--- src/hdl/sdd_pkg.sv ---
// Shared types, constants and calendar functions for the signed date difference block.
// Used by sdd_date_step and signed_date_difference_days; depends on nothing.
package sdd_pkg;

    localparam int DAY_W   = 5;
    localparam int MONTH_W = 4;
    localparam int YEAR_W  = 14;
    localparam int MAG_W   = 22;
    localparam int DIFF_W  = 23;
    localparam int RES_W   = 9;
    localparam int RED_K_W = 3;

    localparam logic [MAG_W-1:0]   MAG_LIMIT   = '1;
    localparam logic [RES_W-1:0]   LEAP_CYCLE  = 9'd400;
    localparam logic [RES_W-1:0]   RES_LAST    = 9'd399;
    localparam logic [RED_K_W-1:0] RED_K_FIRST = 3'd5;
    localparam logic [MONTH_W-1:0] MONTH_FEB   = 4'd2;
    localparam logic [MONTH_W-1:0] MONTH_DEC   = 4'd12;

    typedef struct packed {
        logic [YEAR_W-1:0]  year;
        logic [MONTH_W-1:0] month;
        logic [DAY_W-1:0]   day;
    } date_t;

    typedef enum logic [2:0] {
        ST_IDLE,
        ST_RED_FIRST,
        ST_RED_SECOND,
        ST_CHECK,
        ST_WALK,
        ST_DONE
    } sdd_state_t;

    // A year is leap when divisible by 4, except centuries not divisible by 400.
    // res400 is the year modulo 400.
    function automatic logic is_leap(logic [YEAR_W-1:0] year, logic [RES_W-1:0] res400);
        logic century;
        century = (res400 == 9'd100) || (res400 == 9'd200) || (res400 == 9'd300);
        return (year[1:0] == 2'd0) && !century;
    endfunction

    function automatic logic [DAY_W-1:0] month_days(logic [MONTH_W-1:0] month, logic leap);
        logic [DAY_W-1:0] len;
        unique case (month)
            MONTH_FEB:                 len = leap ? 5'd29 : 5'd28;
            4'd4, 4'd6, 4'd9, 4'd11:   len = 5'd30;
            default:                   len = 5'd31;
        endcase
        return len;
    endfunction

    function automatic logic date_ok(date_t d, logic [RES_W-1:0] res400);
        logic month_ok;
        month_ok = (d.month >= 4'd1) && (d.month <= MONTH_DEC);
        return month_ok && (d.day != '0) &&
               (d.day <= month_days(d.month, is_leap(d.year, res400)));
    endfunction

endpackage

--- src/hdl/sdd_date_step.sv ---
// Calendar successor: advances a date by one day, with the year residue modulo 400.
// Depends on sdd_pkg.
module sdd_date_step (
    input  sdd_pkg::date_t          cur,
    input  logic [sdd_pkg::RES_W-1:0] cur_res,
    output sdd_pkg::date_t          nxt,
    output logic [sdd_pkg::RES_W-1:0] nxt_res
);

    logic                       leap;
    logic [sdd_pkg::DAY_W-1:0]  len;

    assign leap = sdd_pkg::is_leap(cur.year, cur_res);
    assign len  = sdd_pkg::month_days(cur.month, leap);

    always_comb
    begin
        nxt     = cur;
        nxt_res = cur_res;
        if (cur.day < len)
        begin
            nxt.day = cur.day + 5'd1;
        end
        else
        begin
            nxt.day = 5'd1;
            if (cur.month == sdd_pkg::MONTH_DEC)
            begin
                // Year rollover keeps the residue in step with the year.
                nxt.month = 4'd1;
                nxt.year  = cur.year + 14'd1;
                nxt_res   = (cur_res == sdd_pkg::RES_LAST) ? '0 : cur_res + 9'd1;
            end
            else
            begin
                nxt.month = cur.month + 4'd1;
            end
        end
    end

endmodule

--- src/hdl/signed_date_difference_days.sv ---
// Top level of the signed Gregorian date difference block.
// Depends on sdd_pkg and sdd_date_step.
//
// Accepts one beat (two dates and an include-end flag) when start is high while busy is
// low, and answers with one result beat: done is high for exactly one cycle with
// day_difference and date_invalid valid in that cycle, and the receiver cannot stall it,
// so it must capture the beat then. busy stays high through the reduction, the check, the
// walk and the done state; an item with an invalid date skips the walk. The calendar walk
// advances the earlier date by one day per cycle through a single date successor unit
// until it meets the later date. Before the walk, each year is reduced modulo 400 by one
// shared subtract-and-compare unit, which gives the leap-year test without a divider. The
// result is positive when the second date is later, and the magnitude grows by one when
// include_end is set, so equal dates give +1 then. A month outside 1 to 12 or a day
// outside its month in either date gives date_invalid high with a difference of zero.
// The magnitude saturates at 4194303.
module signed_date_difference_days (
    input  logic                              clk,
    input  logic                              rst_n,
    input  logic                              start,
    output logic                              busy,
    input  logic [sdd_pkg::DAY_W-1:0]         first_day,
    input  logic [sdd_pkg::MONTH_W-1:0]       first_month,
    input  logic [sdd_pkg::YEAR_W-1:0]        first_year,
    input  logic [sdd_pkg::DAY_W-1:0]         second_day,
    input  logic [sdd_pkg::MONTH_W-1:0]       second_month,
    input  logic [sdd_pkg::YEAR_W-1:0]        second_year,
    input  logic                              include_end,
    output logic                              done,
    output logic signed [sdd_pkg::DIFF_W-1:0] day_difference,
    output logic                              date_invalid
);

    sdd_pkg::sdd_state_t state_reg, state_next;

    // Captured operands.
    sdd_pkg::date_t first_reg, first_next;
    sdd_pkg::date_t second_reg, second_next;
    logic           inc_reg, inc_next;

    // Shared modulo-400 reduction unit.
    logic [sdd_pkg::YEAR_W-1:0]  res_reg, res_next;
    logic [sdd_pkg::RED_K_W-1:0] red_k_reg, red_k_next;
    logic [sdd_pkg::RES_W-1:0]   res_first_reg, res_first_next;
    logic [sdd_pkg::RES_W-1:0]   res_second_reg, res_second_next;
    logic [sdd_pkg::YEAR_W:0]    red_sub;
    logic [sdd_pkg::YEAR_W-1:0]  red_out;

    // Walk state.
    sdd_pkg::date_t             walk_reg, walk_next;
    logic [sdd_pkg::RES_W-1:0]  walk_res_reg, walk_res_next;
    sdd_pkg::date_t             target_reg, target_next;
    logic [sdd_pkg::MAG_W-1:0]  day_counter_reg, day_counter_next;
    logic                       negate_result_reg, negate_result_next;

    // Result beat.
    logic [sdd_pkg::DIFF_W-1:0] diff_reg, diff_next;
    logic                       invalid_reg, invalid_next;

    sdd_pkg::date_t             step_date;
    logic [sdd_pkg::RES_W-1:0]  step_res;
    logic                       accept;
    logic                       red_last;
    logic                       dates_ok;
    logic                       first_later;
    logic                       walk_met;
    logic [sdd_pkg::DIFF_W-1:0] mag_ext;

    sdd_date_step u_step (
        .cur     (walk_reg),
        .cur_res (walk_res_reg),
        .nxt     (step_date),
        .nxt_res (step_res)
    );

    assign accept   = start && !busy;
    assign red_last = (red_k_reg == '0);

    // One conditional subtraction of 400 shifted left by k; six steps leave year mod 400.
    assign red_sub = {1'b0, res_reg}
                   - ({{(sdd_pkg::YEAR_W + 1 - sdd_pkg::RES_W){1'b0}}, sdd_pkg::LEAP_CYCLE}
                      << red_k_reg);
    assign red_out = red_sub[sdd_pkg::YEAR_W] ? res_reg : red_sub[sdd_pkg::YEAR_W-1:0];

    assign dates_ok    = sdd_pkg::date_ok(first_reg, res_first_reg) &&
                         sdd_pkg::date_ok(second_reg, res_second_reg);
    // For valid dates, ordering on year, month, day matches ordering on day numbers.
    assign first_later = (first_reg > second_reg);
    assign walk_met    = (walk_reg == target_reg);
    assign mag_ext     = {1'b0, day_counter_reg};

    // Next state.
    always_comb
    begin
        state_next = state_reg;
        unique case (state_reg)
            sdd_pkg::ST_IDLE:
            begin
                if (start)
                begin
                    state_next = sdd_pkg::ST_RED_FIRST;
                end
            end
            sdd_pkg::ST_RED_FIRST:
            begin
                if (red_last)
                begin
                    state_next = sdd_pkg::ST_RED_SECOND;
                end
            end
            sdd_pkg::ST_RED_SECOND:
            begin
                if (red_last)
                begin
                    state_next = sdd_pkg::ST_CHECK;
                end
            end
            sdd_pkg::ST_CHECK:
            begin
                state_next = dates_ok ? sdd_pkg::ST_WALK : sdd_pkg::ST_DONE;
            end
            sdd_pkg::ST_WALK:
            begin
                if (walk_met)
                begin
                    state_next = sdd_pkg::ST_DONE;
                end
            end
            sdd_pkg::ST_DONE:
            begin
                state_next = sdd_pkg::ST_IDLE;
            end
            default:
            begin
                state_next = sdd_pkg::ST_IDLE;
            end
        endcase
    end

    // Handshake outputs.
    always_comb
    begin
        busy = (state_reg != sdd_pkg::ST_IDLE);
        done = (state_reg == sdd_pkg::ST_DONE);
    end

    assign day_difference = $signed(diff_reg);
    assign date_invalid   = invalid_reg;

    // Datapath.
    always_comb
    begin
        first_next         = first_reg;
        second_next        = second_reg;
        inc_next           = inc_reg;
        res_next           = res_reg;
        red_k_next         = red_k_reg;
        res_first_next     = res_first_reg;
        res_second_next    = res_second_reg;
        walk_next          = walk_reg;
        walk_res_next      = walk_res_reg;
        target_next        = target_reg;
        day_counter_next   = day_counter_reg;
        negate_result_next = negate_result_reg;
        diff_next          = diff_reg;
        invalid_next       = invalid_reg;

        unique case (state_reg)
            sdd_pkg::ST_IDLE:
            begin
                if (accept)
                begin
                    first_next  = '{year: first_year, month: first_month, day: first_day};
                    second_next = '{year: second_year, month: second_month, day: second_day};
                    inc_next    = include_end;
                    res_next    = first_year;
                    red_k_next  = sdd_pkg::RED_K_FIRST;
                end
            end
            sdd_pkg::ST_RED_FIRST:
            begin
                res_next   = red_out;
                red_k_next = red_k_reg - 3'd1;
                if (red_last)
                begin
                    res_first_next = red_out[sdd_pkg::RES_W-1:0];
                    res_next       = second_reg.year;
                    red_k_next     = sdd_pkg::RED_K_FIRST;
                end
            end
            sdd_pkg::ST_RED_SECOND:
            begin
                res_next   = red_out;
                red_k_next = red_k_reg - 3'd1;
                if (red_last)
                begin
                    res_second_next = red_out[sdd_pkg::RES_W-1:0];
                end
            end
            sdd_pkg::ST_CHECK:
            begin
                if (!dates_ok)
                begin
                    // State is left untouched for a rejected item.
                    diff_next    = '0;
                    invalid_next = 1'b1;
                end
                else
                begin
                    day_counter_next   = {{(sdd_pkg::MAG_W - 1){1'b0}}, inc_reg};
                    negate_result_next = first_later;
                    if (first_later)
                    begin
                        walk_next     = second_reg;
                        walk_res_next = res_second_reg;
                        target_next   = first_reg;
                    end
                    else
                    begin
                        walk_next     = first_reg;
                        walk_res_next = res_first_reg;
                        target_next   = second_reg;
                    end
                end
            end
            sdd_pkg::ST_WALK:
            begin
                if (walk_met)
                begin
                    diff_next    = negate_result_reg ? ('0 - mag_ext) : mag_ext;
                    invalid_next = 1'b0;
                end
                else
                begin
                    walk_next     = step_date;
                    walk_res_next = step_res;
                    if (day_counter_reg != sdd_pkg::MAG_LIMIT)
                    begin
                        day_counter_next = day_counter_reg + 22'd1;
                    end
                end
            end
            sdd_pkg::ST_DONE:
            begin
            end
            default:
            begin
            end
        endcase
    end

    always_ff @(posedge clk or negedge rst_n)
    begin
        if (!rst_n)
        begin
            state_reg         <= sdd_pkg::ST_IDLE;
            red_k_reg         <= '0;
            walk_reg          <= '{year: 14'd1, month: 4'd1, day: 5'd1};
            walk_res_reg      <= 9'd1;
            day_counter_reg   <= '0;
            negate_result_reg <= 1'b0;
        end
        else
        begin
            state_reg         <= state_next;
            red_k_reg         <= red_k_next;
            walk_reg          <= walk_next;
            walk_res_reg      <= walk_res_next;
            day_counter_reg   <= day_counter_next;
            negate_result_reg <= negate_result_next;
        end
    end

    always_ff @(posedge clk)
    begin
        first_reg      <= first_next;
        second_reg     <= second_next;
        inc_reg        <= inc_next;
        res_reg        <= res_next;
        res_first_reg  <= res_first_next;
        res_second_reg <= res_second_next;
        target_reg     <= target_next;
        diff_reg       <= diff_next;
        invalid_reg    <= invalid_next;
    end

    // A rejected date always reports a zero difference.
    assert property (@(posedge clk) disable iff (!rst_n)
        done && date_invalid |-> day_difference == '0)
        else $error("invalid result carries a nonzero difference");

    // The result strobe lasts one cycle and is followed by idle.
    assert property (@(posedge clk) disable iff (!rst_n)
        done |=> !done && !busy)
        else $error("result strobe longer than one cycle");

    // An accepted beat starts the modulo reduction of the first year.
    assert property (@(posedge clk) disable iff (!rst_n)
        start && !busy |=> state_reg == sdd_pkg::ST_RED_FIRST && red_k_reg == sdd_pkg::RED_K_FIRST)
        else $error("accepted beat did not start reduction");

    // The day count never goes down during the walk.
    assert property (@(posedge clk) disable iff (!rst_n)
        state_reg == sdd_pkg::ST_WALK && $past(state_reg == sdd_pkg::ST_WALK)
        |-> day_counter_reg >= $past(day_counter_reg))
        else $error("day count decreased during walk");

endmodule

--- config.mk ---
export PLATFORM = sky130hd
export DESIGN_NAME = signed_date_difference_days
export DESIGN_NICKNAME = d
export VERILOG_FILES = /design/src/hdl/sdd_pkg.sv /design/src/hdl/sdd_date_step.sv /design/src/hdl/signed_date_difference_days.sv
export SDC_FILE = /design/constraint.sdc
export NUM_CORES = 1
export LEC_CHECK = 0
export BUFFER_PORTS_ARGS = -buffer_cell sky130_fd_sc_hd__buf_2
export CORE_MARGIN = 5
export CORE_UTILIZATION = 60
export CTS_CLUSTER_SIZE = 30
export DETAILED_ROUTE_END_ITERATION = 10
export PLACE_DENSITY = 0.77
export SYNTH_ARGS = -nofsm -noshare
export SYNTH_HDL_FRONTEND = slang
export SYNTH_HIERARCHICAL = 1
export SYNTH_SLANG_ARGS = --single-unit
--- constraint.sdc ---
create_clock -name clk -period 10.8 [get_ports clk]
set_input_delay 2.16 -clock clk [delete_from_list [all_inputs] [get_ports clk]]
set_output_delay 2.16 -clock clk [all_outputs]
set_load 0.01 [all_outputs]
==> flow_summary.toml <==
[outcome]
status = "finished clean"

[sta]
fmax_mhz = 198
worst_pin_slew_ns = 1.23
slew_headroom = 0.180
slew_violations = 0
finalHoldViolations = 0
min_period_over_period = 0.466
setup_tns_ns = 0
rsz0062_at_grt = "no"
setup_viol = 0
fin_crit_ns = 5.04
skew_ns = 0.0143

[clocking]
numCtsBuffers = 17
clockRootBuffer = "clkbuf_16"
post_cts_buffers = 0
holdBufCountCts = 0
cts-resized-gates = 0
htreeDepth = 4
cts.sinks = 187
clk_path_buf_depth = 2
tritoncts = "yes"
clk_pin_slew_ns = 0.07
clk_latency_ns = 0.44

[route]
via_per_inst = 6.22
wl_per_cell_um = 18.6
drt_wl_total_um = 25900
firstDrtPassIters = 5
vias = 8660
drc = 0
ant_nets = 0
initialDrtViolationCount = 725

[place]
gp_congestion = 0.895
dpl.hpwl_um = 18300
placed_area_um2 = 12000
placement.io_buffers = 75

[floorplan]
boundaryPins = 76
die_y_um = 148
row_count = 50
core_um2 = 18800
initial_core_util = 0.612
dieArea_um2 = 22000
die_x_um = 148

[synth]
yosys.area.top_type_share = 0.329
yosys_most_used_dff = "edfxtp_1"
yosys_warnings = 6
synth.yosys.seq_area_share = 0.463
synthArstFlopShare = 0.326
synth_edf_count = 126
synth_cell_types = 86
syn_inst = 1103
synth_nets = 1207
netlist_area_um2 = 11500
avgSynthCellArea_um2 = 10.4
synth_seq_cells = 187
yosysTopAreaCell = "edfxtp_1"
synth_top_cells_by_area = "edfxtp_1 33%, dfrtp_1 12%, ha_1 5.9%"

[worst_setup_path]
required_ns = 10.98
crit_path_end_kind = "flip-flop"
r2r_slack_ns = 5.76
critPathKind = "reg -> reg"
rr_startpoint = "red_k_reg[1]"
reg2reg_depth = 13
worstPathArrival_ns = 5.22
critPathLaunchType = "flip-flop"
crit_chain = "inv_1 > ha_1 > nor2b_1 > inv_1 > ha_1 > o211ai_1 > a21o_1 > a21oi_1 > o211a_1 > nor3_2 > buf_4 > mux2i_1 > a221o_1"
crit_fanout = 16
crit_slowest_cell = "nor3_2"
cp_slowest_stage_delay_ns = 0.77
r2r-end = "res_reg[4]"

[layout]
fin_area_um2 = 12500
fillers = 1470
n_antenna_cell = 0
seqCellArea_um2 = 5320
mostFrequentLayoutCells = "126 x edfxtp_1, 101 x nor2_1, 75 x buf_2"
final_common_cell = "edfxtp_1"
num-nets-final = 1250
areaGrowthSynthToFinish_pct = 8.90
drive_gt1_frac = 0.137
multi_input_area_um2 = 5670

[grt]
grt_usage = 0.239
grt_max_degree = 74
grt_pass1_vias = 8304
grt_overflow_total = 0
grt_first_pass_wirelength_um = 42300
antenna_found_initial = 1

[hold_path]
min_to = "res_first_reg[0]"
hold_class = "reg -> reg"
hold_path.startpoint = "res_reg[0]"
holdPathStages = 0

[power_and_ir_drop]
p_leak_nw = 5.10
ir_worst_vdd_uv = 198
power_density_nw_per_um2 = 272

[job]
maxCapViolCount = 0
## cell type report
class,count,area share
tap,234,0.0234
timing repair buffer,87,0.0372
clock inverter,14,0.0102
inverter,57,0.0171
multi-input combinational,796,0.453
sequential,187,0.425
clock buffer,18,0.0343
## critical path, delay by kind of cell (launching register included)
kind | cells | cell delay (ns)
mux | 1 | 0.15
buf+inv | 3 | 0.95
simple gates | 2 | 1.37
fa+ha+maj | 2 | 0.66
flops | 1 | 0.44
compound gates | 5 | 1.20
## cells in the mapped netlist, drive strengths merged, types with 5 or more instances
master	instances
edfxtp	126
a211oi	34
xor2	25
nand3	28
mux2i	58
nor2	103
clkbuf	29
nor3	52
xnor2	47
dfrtp	57
o211a	6
nor2b	11
nand2b	13
nand4b	5
a21o	12
ha	54
buf	34
or3	10
nand2	73
o211ai	13
a21oi	28
nand4	11
o21ai	46
and2	7
inv	57
or2	8
nor4	10
and3	16
a31oi	5
mux2	28
or4	13
o31ai	9
o2111ai	7
## metal layers
| metal | GRT usage | vias up | share of wire |
|---|---|---|---|
| li1 | - | 4170 | - |
| met4 | 0.0721 | 2 | 0.021 |
| met1 | 0.327 | 4135 | 0.44 |
| met3 | 0.0445 | 46 | 0.069 |
| met5 | 0 | - | 0.00031 |
| met2 | 0.390 | 307 | 0.47 |
## worst max-delay path by stage
stage,start,end,slack [ns]
after CTS,red_k_reg[1],res_reg[4],5.85
after global placement,red_k_reg[1],res_reg[4],6.07
after global routing,red_k_reg[1],res_reg[4],5.51
after detailed placement,red_k_reg[1],res_reg[4],5.90
after floorplan,start,first_reg[0],6.18
final,red_k_reg[1],res_reg[4],5.76
## metrics by stage
stage / setup slack (ns) / util / hold WS, ns / power (mW) / cells
floorplan: 6.18 / - / 0.445 / 2.41 / 1103
global placement: 6.07 / 0.637 / 0.461 / 2.73 / 1361
detailed placement: 5.90 / 0.637 / 0.479 / 2.79 / 1361
CTS: 5.85 / 0.667 / 0.495 / 3.40 / 1393
global route: 5.51 / 0.667 / 0.505 / 3.63 / 1393
finish: 5.76 / 0.667 / 0.498 / 3.40 / 1393
## power by group
group / internal, mW / switching (mW)
Clock: 0.305 / 0.294
Combinational: 0.646 / 0.948
Sequential: 1.02 / 0.194
## cell families (layout without fill, tap and decap cells)
kind of cell               after synthesis  in the layout  share of synthesized area
AOI/OAI and AO/OA                      210            210                      0.132
xor gates and xnor gates                72             72                     0.0549
adders and majority gates               54             54                     0.0588
buffers and inverters                  120            176                     0.0461
DFF                                    187            187                      0.463
muxes                                   86             86                     0.0780
and+or+nand+nor                        374            374                      0.167
Power figures use the tool's default switching activity.
